**src/hdl/assert_macros.svh**
```systemverilog
`ifndef ASSERT_MACROS_SVH
`define ASSERT_MACROS_SVH
// clocked assertion, disabled in reset
`define ASSERT_CLK(label, clk, rst_n, prop, msg) \
	label: assert property (@(posedge clk) disable iff (!rst_n) (prop)) else $error(msg);
// clocked assertion, also checked in reset
`define ASSERT_ALWAYS(label, clk, prop, msg) \
	label: assert property (@(posedge clk) (prop)) else $error(msg);
`endif

```
**src/hdl/bni_pkg.sv**
```systemverilog
`default_nettype none
package bni_pkg;
	localparam int CHANNELS_DEF = 256;
	localparam logic [31:0] STAT_MULT_RST = 32'd65536;
	localparam logic [31:0] EPSILON_RST = 32'd42950;
	localparam logic [31:0] FACTOR_MAX = 32'hFFFF_FFFF;
	localparam logic REQ_LOAD = 1'b0;
	localparam logic REQ_SAMPLE = 1'b1;
	localparam logic CFG_STAT_MULT = 1'b0;
	localparam logic CFG_EPSILON = 1'b1;
	localparam int DIV_STEPS = 65;
	localparam int SQRT_STEPS = 32;

	typedef struct packed {
		logic ld;
		logic mul_off;
		logic mul_var;
		logic rad;
		logic div_step;
		logic sq_init;
		logic sq_step;
		logic wr;
		logic rd;
		logic smul;
		logic rnd;
	} cmd_t;

	typedef struct packed {
		logic is_sample;
	} stat_t;

	// round q32.32 magnitude to q16.16, saturate with sign; msb is clip
	function automatic logic [32:0] round_sat(input logic [63:0] mag, input logic neg);
		logic [64:0] sum;
		logic [48:0] r;
		logic [31:0] rl;
		sum = {1'b0, mag} + 65'd32768;
		r = sum[64:16];
		rl = r[31:0];
		if (!neg) begin
			if (r > 49'h0_7FFF_FFFF) round_sat = {1'b1, 32'h7FFF_FFFF};
			else round_sat = {1'b0, rl};
		end else begin
			if (r > 49'h0_8000_0000) round_sat = {1'b1, 32'h8000_0000};
			else round_sat = {1'b0, 32'd0 - rl};
		end
	endfunction
endpackage
`default_nettype wire

```
**src/hdl/bni_ctrl.sv**
```systemverilog
`default_nettype none
`include "assert_macros.svh"
module bni_ctrl (
	input  wire logic        clk,
	input  wire logic        arst_n,
	input  wire logic        s_tvalid,
	output logic             s_tready,
	output logic             m_tvalid,
	input  wire logic        m_tready,
	input  wire bni_pkg::stat_t stat,
	output bni_pkg::cmd_t    cmd
);
	typedef enum logic [11:0] {
		S_IDLE = 12'b0000_0000_0001,
		S_LM1  = 12'b0000_0000_0010,
		S_LM2  = 12'b0000_0000_0100,
		S_LRAD = 12'b0000_0000_1000,
		S_DIV  = 12'b0000_0001_0000,
		S_SQI  = 12'b0000_0010_0000,
		S_SQ   = 12'b0000_0100_0000,
		S_WR   = 12'b0000_1000_0000,
		S_RD   = 12'b0001_0000_0000,
		S_SMUL = 12'b0010_0000_0000,
		S_RND  = 12'b0100_0000_0000,
		S_OUT  = 12'b1000_0000_0000
	} state_t;

	localparam int DIV_STEPS_M1 = bni_pkg::DIV_STEPS - 1;
	localparam int SQRT_STEPS_M1 = bni_pkg::SQRT_STEPS - 1;

	state_t state_q, state_d;
	logic [6:0] cnt_q;

	always_comb begin
		state_d = state_q;
		cmd = '0;
		s_tready = 1'b0;
		m_tvalid = 1'b0;
		unique case (state_q)
			S_IDLE: begin
				s_tready = 1'b1;
				if (s_tvalid) begin
					cmd.ld = 1'b1;
					state_d = S_LM1;
				end
			end
			S_LM1: begin
				if (stat.is_sample) state_d = S_RD;
				else begin
					cmd.mul_off = 1'b1;
					state_d = S_LM2;
				end
			end
			S_LM2: begin
				cmd.mul_var = 1'b1;
				state_d = S_LRAD;
			end
			S_LRAD: begin
				cmd.rad = 1'b1;
				state_d = S_DIV;
			end
			S_DIV: begin
				cmd.div_step = 1'b1;
				if (cnt_q == 7'(DIV_STEPS_M1)) state_d = S_SQI;
			end
			S_SQI: begin
				cmd.sq_init = 1'b1;
				state_d = S_SQ;
			end
			S_SQ: begin
				cmd.sq_step = 1'b1;
				if (cnt_q == 7'(SQRT_STEPS_M1)) state_d = S_WR;
			end
			S_WR: begin
				cmd.wr = 1'b1;
				state_d = S_IDLE;
			end
			S_RD: begin
				cmd.rd = 1'b1;
				state_d = S_SMUL;
			end
			S_SMUL: begin
				cmd.smul = 1'b1;
				state_d = S_RND;
			end
			S_RND: begin
				cmd.rnd = 1'b1;
				state_d = S_OUT;
			end
			S_OUT: begin
				m_tvalid = 1'b1;
				if (m_tready) state_d = S_IDLE;
			end
			default: state_d = S_IDLE;
		endcase
	end

	always_ff @(posedge clk or negedge arst_n) begin
		if (!arst_n) begin
			state_q <= S_IDLE;
			cnt_q <= '0;
		end else begin
			state_q <= state_d;
			if (state_d != state_q) cnt_q <= '0;
			else cnt_q <= cnt_q + 7'd1;
		end
	end

	`ASSERT_ALWAYS(a_ready_not_valid, clk, !arst_n || !(s_tready && m_tvalid), "ready while result pending")
	`ASSERT_CLK(a_wr_load_only, clk, arst_n, cmd.wr |-> !stat.is_sample, "ram write on sample")
	`ASSERT_CLK(a_div_len, clk, arst_n, cmd.sq_init |-> $past(cmd.div_step), "sqrt started early")
	`ASSERT_CLK(a_out_hold, clk, arst_n, (m_tvalid && !m_tready) |=> m_tvalid, "result dropped")
endmodule
`default_nettype wire

```
**config.mk**
```make
export PLATFORM = sky130hd
export DESIGN_NAME = bni_ctrl
export DESIGN_NICKNAME = d
export VERILOG_FILES = /design/src/hdl/bni_pkg.sv /design/src/hdl/bni_ctrl.sv
export VERILOG_INCLUDE_DIRS = /design/src /design/src/hdl
export SDC_FILE = /design/constraint.sdc
export NUM_CORES = 1
export LEC_CHECK = 0
export BUFFER_PORTS_ARGS = -buffer_cell sky130_fd_sc_hd__buf_2
export CAP_MARGIN = 10
export CORE_MARGIN = 2
export CORE_UTILIZATION = 25
export DETAILED_ROUTE_END_ITERATION = 10
export SKIP_LAST_GASP = 1
export SLEW_MARGIN = 15
export SYNTH_ARGS = -nofsm -noshare
export SYNTH_HDL_FRONTEND = slang
export SYNTH_SLANG_ARGS = --single-unit
```
**constraint.sdc**
```tcl
create_clock -name clk -period 2.4 [get_ports clk]
set_clock_uncertainty 0.1 [all_clocks]
set_input_delay 0.24 -clock clk [delete_from_list [all_inputs] [get_ports clk]]
set_output_delay 0.24 -clock clk [all_outputs]
set_load 0.02 [all_outputs]
```
Yosys cells after proc, flatten, opt, wreduce, memory -nomap -nowiden. Cells that the tools add are included.

Register bits after elaboration: 19. Word-level logic and storage cells: 40. Input port bits: 5. Output and inout port bits: 13.

Muxes and demuxes: 22. Add/sub/neg operators: 1. Equality and inequality tests: 15.

Operators with widths (count): one-hot mux 12 bit (11 select lines) (1); two-way mux 12 bit (4); two-way mux 1 bit (15); == test 12 x 1 -> 1 bit (second input constant) (1); == test 12 x 10 -> 1 bit (second input constant) (1); == test 12 x 11 -> 1 bit (second input constant) (1); == test 12 bit (second input constant) (1); == test 12 x 2 -> 1 bit (second input constant) (1); == test 12 x 3 -> 1 bit (second input constant) (1); == test 12 x 4 -> 1 bit (second input constant) (1); == test 12 x 5 -> 1 bit (second input constant) (1); == test 12 x 6 -> 1 bit (second input constant) (1); == test 12 x 7 -> 1 bit (second input constant) (1); == test 12 x 8 -> 1 bit (second input constant) (1); == test 12 x 9 -> 1 bit (second input constant) (1); != test 12 bit (1); two-way mux 9 bit (1); adder 7 x 1 -> 7 bit (second input constant) (1); == test 7 x 5 -> 1 bit (second input constant) (1); == test 7 bit (second input constant) (1); two-way mux 7 bit (1).

Longest topological paths before layout. Gate-level depths: netlist (run 1).

Word-level depth: 5. Gate-level depth with buffers: 6. Mapped depth without buffers: 6.

Least setup slack after synthesis (run 1). OpenSTA, ideal clock, no wires.

Kind: register -> output. From: register state_q[4]. To: output port cmd[0] in the netlist's numbering. Path buffers: 0. Data arrival time: 1665 ps. Stages on the path, launching flop included: 4. Setup slack: 395 ps. Data required time: 2060 ps. Path through: dfrtp_1 nor4_4 nand3b_4 nor4_1.

RTL lines: from (decl) (line bni_ctrl.sv:31) `state_t state_q, state_d;`; from (signal assigned) (line bni_ctrl.sv:103) `state_q <= state_d;`; to (decl) (line bni_ctrl.sv:11) `output bni_pkg::cmd_t cmd`.

Final worst setup path (run 1).
From: register state_q[7]. To: output port m_tvalid.

Word-level cells in the longest chain between the ends: 2.

RTL lines: == test 12 bit (line bni_ctrl.sv:39) `unique case (state_q)`; two-way mux 1 bit (line bni_ctrl.sv:39); to (decl) (line bni_ctrl.sv:8) `output logic m_tvalid,`.

No other way between the ends.

==> reports/results.ini, run 1 <==
[final_layout]
fin_nets = 146
layout_common_cells = nor2_1 (18), dfrtp_1 (18), buf_2 (17)
syn_to_final_growth_pct = 17.3
final_core_util_pct = 31.1
finalInstanceArea_mm2 = 0.00138
antennaDiodeCount = 0
drive_gt1_share_pct = 27.5
stdcell_count = 190

[power_and_ir_drop]
finalPower_mw = 1.02
vdd_drop_max_uv = 324
leakage_nw = 0.674
pwr-share-comb_pct = 38.1
internal_power_mw = 0.652
p_sw_share_pct = 36.4
p_sw_mw = 0.373
p_per_area_mw_per_mm2 = 742
p_clk_share_pct = 20.7
seqPwrFrac_pct = 41.2

[timing]
setup_tns_ns = 0
fin_ws_ns = 0.137
relSlewSlack_pct = 65.8
post-route-min-period_ns = 2.26
worst_hold_slack_ns = 0.0690
tightest_slew_ns = 0.509
fmax_mhz = 442
finalSetupViolations = 0
finalHoldViolCount = 0
finalCritPeriodShare_pct = 94.3
grt_setup_unrepaired = false
drv_slew = 0

[die]
std_cell_rows = 24
chipWidth_um = 72.6
initial_core_util_pct = 26.5
num_io_pins = 18
die_area_mm2 = 0.00527
core-area_mm2 = 0.00444
die_height_um = 72.6

[clocking]
cts_made_buffers = 3
clockRootBuffer = clkbuf_8
post_cts_resized = 0
h-tree-depth = 1
tritoncts = done
clk_pin_slew_worst_paths_ns = 0.06
worstSkewPairLatency_ns = 0.25
clk_path_buf_depth = 2
clkSinkCount = 19

[critical_path]
path_cells = nor4_4, buf_4, nand3b_4, nor4_4, buf_2
cp.required_ns = 2.06
crit_top_cell = nor4_4
critPathArrivalTime_ns = 1.92
cp-end-kind = output pin
cp_slowest_cell = dfrtp_1
cp-start-kind = flop
cp_max_fo = 7
crit_type = flop to output pin
max_stage_delay_ns = 0.46

[routing]
wl_met1_um = 1090
num_vias = 896
routedWlPerCell_um = 12.0
drcViolationCount = 0
ant_nets = 0
top_layer = met3
viasPerCell = 4.72
wl_um = 2280
met2_wirelength_um = 1100
drt_iter0_drc = 78
met3_length_um = 85
drt-pass1-iter-count = 4

[synthesis]
synth-edff-count = 0
synthMuxAreaShare_pct = 0
synthAdderAreaFrac_pct = 2.13
synth_compound_area_share_pct = 7.76
synth_top_family_by_area = simple AND/OR/NAND/NOR gates
synth_cells = 118
syn-num-nets = 125
yosysUniqueCellTypes = 40
synth-xor-area-share_pct = 5.21
synth_top_area_share_pct = 38.3
synth_area_leaders = dfrtp_1 (38%), nor2_1 (5.7%), nor4_4 (5.4%)
ys_warn_count = 0
netlist_area_mm2 = 0.00118
synth-simple-area-share_pct = 40.5
synthFlopType = dfrtp_1
yosysSeqAreaShare_pct = 40.5
synthArstFlopShare_pct = 100
yosys.area.top_type = dfrtp_1
synth_area_per_cell_um2 = 9.98
ys_seq_elements = 19

[job]
cap_viol_max_count = 0

[grt]
antenna_found_initial = 0
grt_first_pass_wirelength_um = 3620
grt_max_degree = 20
grt_overflow = 0
first_global_vias = 760
track_usage_pct = 8.61

[place]
placed_area_mm2 = 0.00132
place_inst = 184
dpl.hpwl_um = 1720
io_buffers = 17
finalWeightedCongestion = 0.738
dp_slack_ns = 0.309

[min_path]
hp-class = input pin to flop

[outcome]
status = finished clean

-- synthesized netlist by cell type, drive strengths merged (2+ instances only) --
master and number:
and3b 5, clkbuf 2, inv 8, nand2 3, or2 2, ha 2
and4bb 4, nand2b 2, and4b 2, nor2b 4, dfrtp 18, xor2 3
xnor2 4, nor3 5, nor4 7, o21ai 3, nand4 3, buf 2
nor2 18, nand3 4, and2 4
-- layer usage --
layer	global-route usage, %	up-vias
met2	13.2	12
li1	-	461
met5	0	-
met4	2.47	0
met3	1.52	0
met1	12.4	423
-- state kept, by name, summed over array words and instances, names as in the netlist --
register and count:
state_q 12, cnt_q 7
-- critical path: cells and delay by family (launching register included) --
family / cells / cell delay, ns
and+or+nand+nor: 3 / 0.80
DFF: 1 / 0.46
buffers and inverters: 2 / 0.42
-- kinds of logic after synthesis --
family / after synthesis
compound gates: 11
xor+xnor: 7
fa+ha+maj: 2
buf+inv: 12
flops: 19
simple gates: 67
-- final cells by class --
class | count | area (µm²)
fill | 480 | 3060
timing repair buffer | 20 | 110
tap | 52 | 65.1
sequential | 19 | 477
clock buffer | 4 | 45.0
inverter | 8 | 30.0
multi-input combinational | 87 | 654
-- final timing paths --
path                                         end  cells after the start                 start  slack (ns)
setup / recovery                        m_tvalid                      5  state_q[7]$_DFF_PN0_        0.14
hold / removal              state_q[2]$_DFF_PN0_                      2                  stat        0.07
setup reg to reg            state_q[0]$_DFF_PN1_                      5  state_q[1]$_DFF_PN0_        0.41
hold reg to reg               cnt_q[0]$_DFF_PN0_                      1    cnt_q[0]$_DFF_PN0_        0.37
max in group asynchronous   state_q[0]$_DFF_PN1_                      2                arst_n        1.52
min in group asynchronous  state_q[11]$_DFF_PN0_                      2                arst_n        0.35
-- power by group through the flow --
stage	clock network (mW)	registers, mW	logic (mW)
2_1_floorplan	0	0.401	0.323
3_3_place_gp	0	0.427	0.395
3_5_place_dp	0	0.427	0.395
4_1_cts	0.220	0.422	0.399
5_1_grt	0.244	0.431	0.440
6_report	0.212	0.422	0.390
-- what timing repair did --
item	CTS	global route
hold buffers	1	0
setup buffers	0	1
hold endpoints to repair	18	0
endpoints found under the setup margin	0	4
Power figures use the tool's default switching activity.
==> inputs of run 2 (changes only) <==
--- a/config.mk
+++ b/config.mk
@@ -9,7 +9,7 @@
 export BUFFER_PORTS_ARGS = -buffer_cell sky130_fd_sc_hd__buf_2
 export CAP_MARGIN = 10
 export CORE_MARGIN = 2
-export CORE_UTILIZATION = 25
+export CORE_UTILIZATION = 44
 export DETAILED_ROUTE_END_ITERATION = 10
 export SKIP_LAST_GASP = 1
 export SLEW_MARGIN = 15
==> reports/results.ini, run 2 (synthesis results as in run 1) <==
[min_path]
hp-class = input pin to flop  ; unchanged
min_path_cells = 2  ; unchanged

[job]
cap_viol_max_count = 0  ; unchanged

[critical_path]
crit_type = flop to output pin  ; unchanged
r2r_cells = 6  ; was 5
critPathArrivalTime_ns = 1.91  ; was 1.92 ns
cp.required_ns = 2.06  ; about the same
cp-start-kind = flop  ; unchanged
cp_max_fo = 6  ; was 7
cp-end-kind = output pin  ; unchanged

[die]
num_io_pins = 18  ; unchanged
initial_core_util_pct = 47.1  ; was 26.5%
std_cell_rows = 18  ; was 24
die_area_mm2 = 0.00311  ; was 0.00527 mm²
chipWidth_um = 55.7  ; was 72.6 µm
die_height_um = 55.7  ; was 72.6 µm
core-area_mm2 = 0.00250  ; was 0.00444 mm²

[final_layout]
final_common_cell = nor2_1
largest_reg_flops = 12  ; unchanged
fin_nets = 148  ; was 146
antennaDiodeCount = 0  ; unchanged
layout_common_cells = nor2_1 (18), dfrtp_1 (17), buf_2 (17)  ; was nor2_1 (18), dfrtp_1 (18), buf_2 (17)
drive_gt1_share_pct = 28.6  ; was 27.5%
largestRegisters = state_q: 12 flops, cnt_q: 7 flops  ; unchanged
largest_register = state_q  ; unchanged
syn_to_final_growth_pct = 15.0  ; was 17.3%

[clocking]
clk_pin_slew_worst_paths_ns = 0.11  ; was 0.06 ns
clk_path_buf_depth = 2  ; unchanged
clockRootBuffer = clkbuf_4  ; was clkbuf_8
tritoncts = done  ; unchanged
clkSinkCount = 19  ; unchanged
worstSkewPairLatency_ns = 0.30  ; was 0.25 ns
h-tree-depth = 1  ; unchanged
cts_made_buffers = 3  ; unchanged

[timing]
relSlewSlack_pct = 66.1  ; was 65.8%
finalSetupViolations = 0  ; unchanged
drv_slew = 0  ; unchanged
tightest_slew_ns = 0.508  ; was 0.509 ns
post-route-min-period_ns = 2.25  ; was 2.26 ns
fmax_mhz = 444  ; was 442 MHz
finalHoldViolCount = 0  ; unchanged
finalCritPeriodShare_pct = 93.9  ; was 94.3%
setup_tns_ns = 0  ; unchanged
grt_setup_unrepaired = false  ; unchanged

[outcome]
status = finished clean  ; unchanged

[grt]
first_global_vias = 808  ; was 760
antenna_found_initial = 0  ; unchanged
grt_max_degree = 20  ; unchanged
grt_overflow = 0  ; unchanged
track_usage_pct = 16.0  ; was 8.61%
grtUsageMet2_pct = 24.1  ; was 13.2%
busiest_layer = met2  ; unchanged
use_met3_pct = 3.02  ; was 1.52%
met1_usage_pct = 22.7  ; was 12.4%
grt_first_pass_wirelength_um = 3900  ; was 3620 µm

[routing]
routedWlPerCell_um = 13.5  ; was 12.0 µm
ant_nets = 0  ; unchanged
drcViolationCount = 0  ; unchanged
viasPerCell = 5.25  ; was 4.72
drt-pass1-iter-count = 4  ; unchanged
drt_iter0_drc = 23  ; was 78
wl_um = 2300  ; was 2280 µm
num_vias = 893  ; was 896

[power_and_ir_drop]
leakage_nw = 0.673  ; was 0.674 nW
vdd_drop_max_uv = 561  ; was 324 µV
finalPower_mw = 0.982  ; was 1.02 mW
p_per_area_mw_per_mm2 = 725  ; was 742 mW/mm²

[place]
finalWeightedCongestion = 0.730  ; was 0.738
dpl.hpwl_um = 1740  ; was 1720 µm
io_buffers = 17  ; unchanged

[run 2: final cells by class]
type,instances,area (µm²)
Fill cell,243,1150
Clock buffer,4,26.3
Sequential cell,19,478
Multi-Input combinational cell,87,654
Inverter,8,30.0
Timing Repair Buffer,22,128
Tap cell,30,37.5
[run 2: path summary, 6_finish.rpt]
check | start | to | slack [ns]
min in group asynchronous | arst_n | cnt_q[1]$_DFF_PN0_ | 0.30
setup / recovery | state_q[7]$_DFF_PN0_ | cmd[7] | 0.15
max in group asynchronous | arst_n | state_q[0]$_DFF_PN1_ | 1.56
hold / removal | s_tvalid | state_q[1]$_DFF_PN0_ | 0.07
hold reg to reg | cnt_q[0]$_DFF_PN0_ | cnt_q[0]$_DFF_PN0_ | 0.40
setup reg to reg | state_q[11]$_DFF_PN0_ | state_q[0]$_DFF_PN1_ | 0.40
[run 2: power breakdown]
part           internal [mW]  switching (mW)  total (mW)
clock network         0.0647           0.101       0.166
logic                  0.177           0.215       0.392
registers              0.363          0.0614       0.424
[run 2: through the flow]
step           instance area, µm²  utilization (%)  hold WS (ns)  cells  setup slack (ns)
2_1_floorplan                1180                -        -0.156    118             0.395
3_3_place_gp                 1280             51.4         0.113    161             0.390
3_5_place_dp                 1280             51.4         0.120    161             0.368
4_1_cts                      1330             53.2        0.0587    167            0.0102
5_1_grt                      1350             54.2        0.0627    170           0.00286
6_report                     1350             54.2        0.0699    170             0.147
[run 2: worst max-delay path, stage by stage (launching register included)]
cell and delay (ns):
dfrtp_1 0.48, nor4_4 0.28, buf_4 0.17, and3b_2 0.19, and2_1 0.15, and3b_1 0.18, buf_2 0.16
[run 2: timing repair]
action | in CTS | in global routing
hold endpoints to repair | 19 | 0
hold buffers | 2 | 0
resized for setup | 0 | 1
endpoints found under the setup margin | 0 | 5
setup buffers | 0 | 3
[run 2: routing by layer]
layer,vias to the layer above,share of wire [%]
met2,11,46
met3,4,2.7
met1,414,50
met5,-,0
met4,0,1.2
li1,464,-
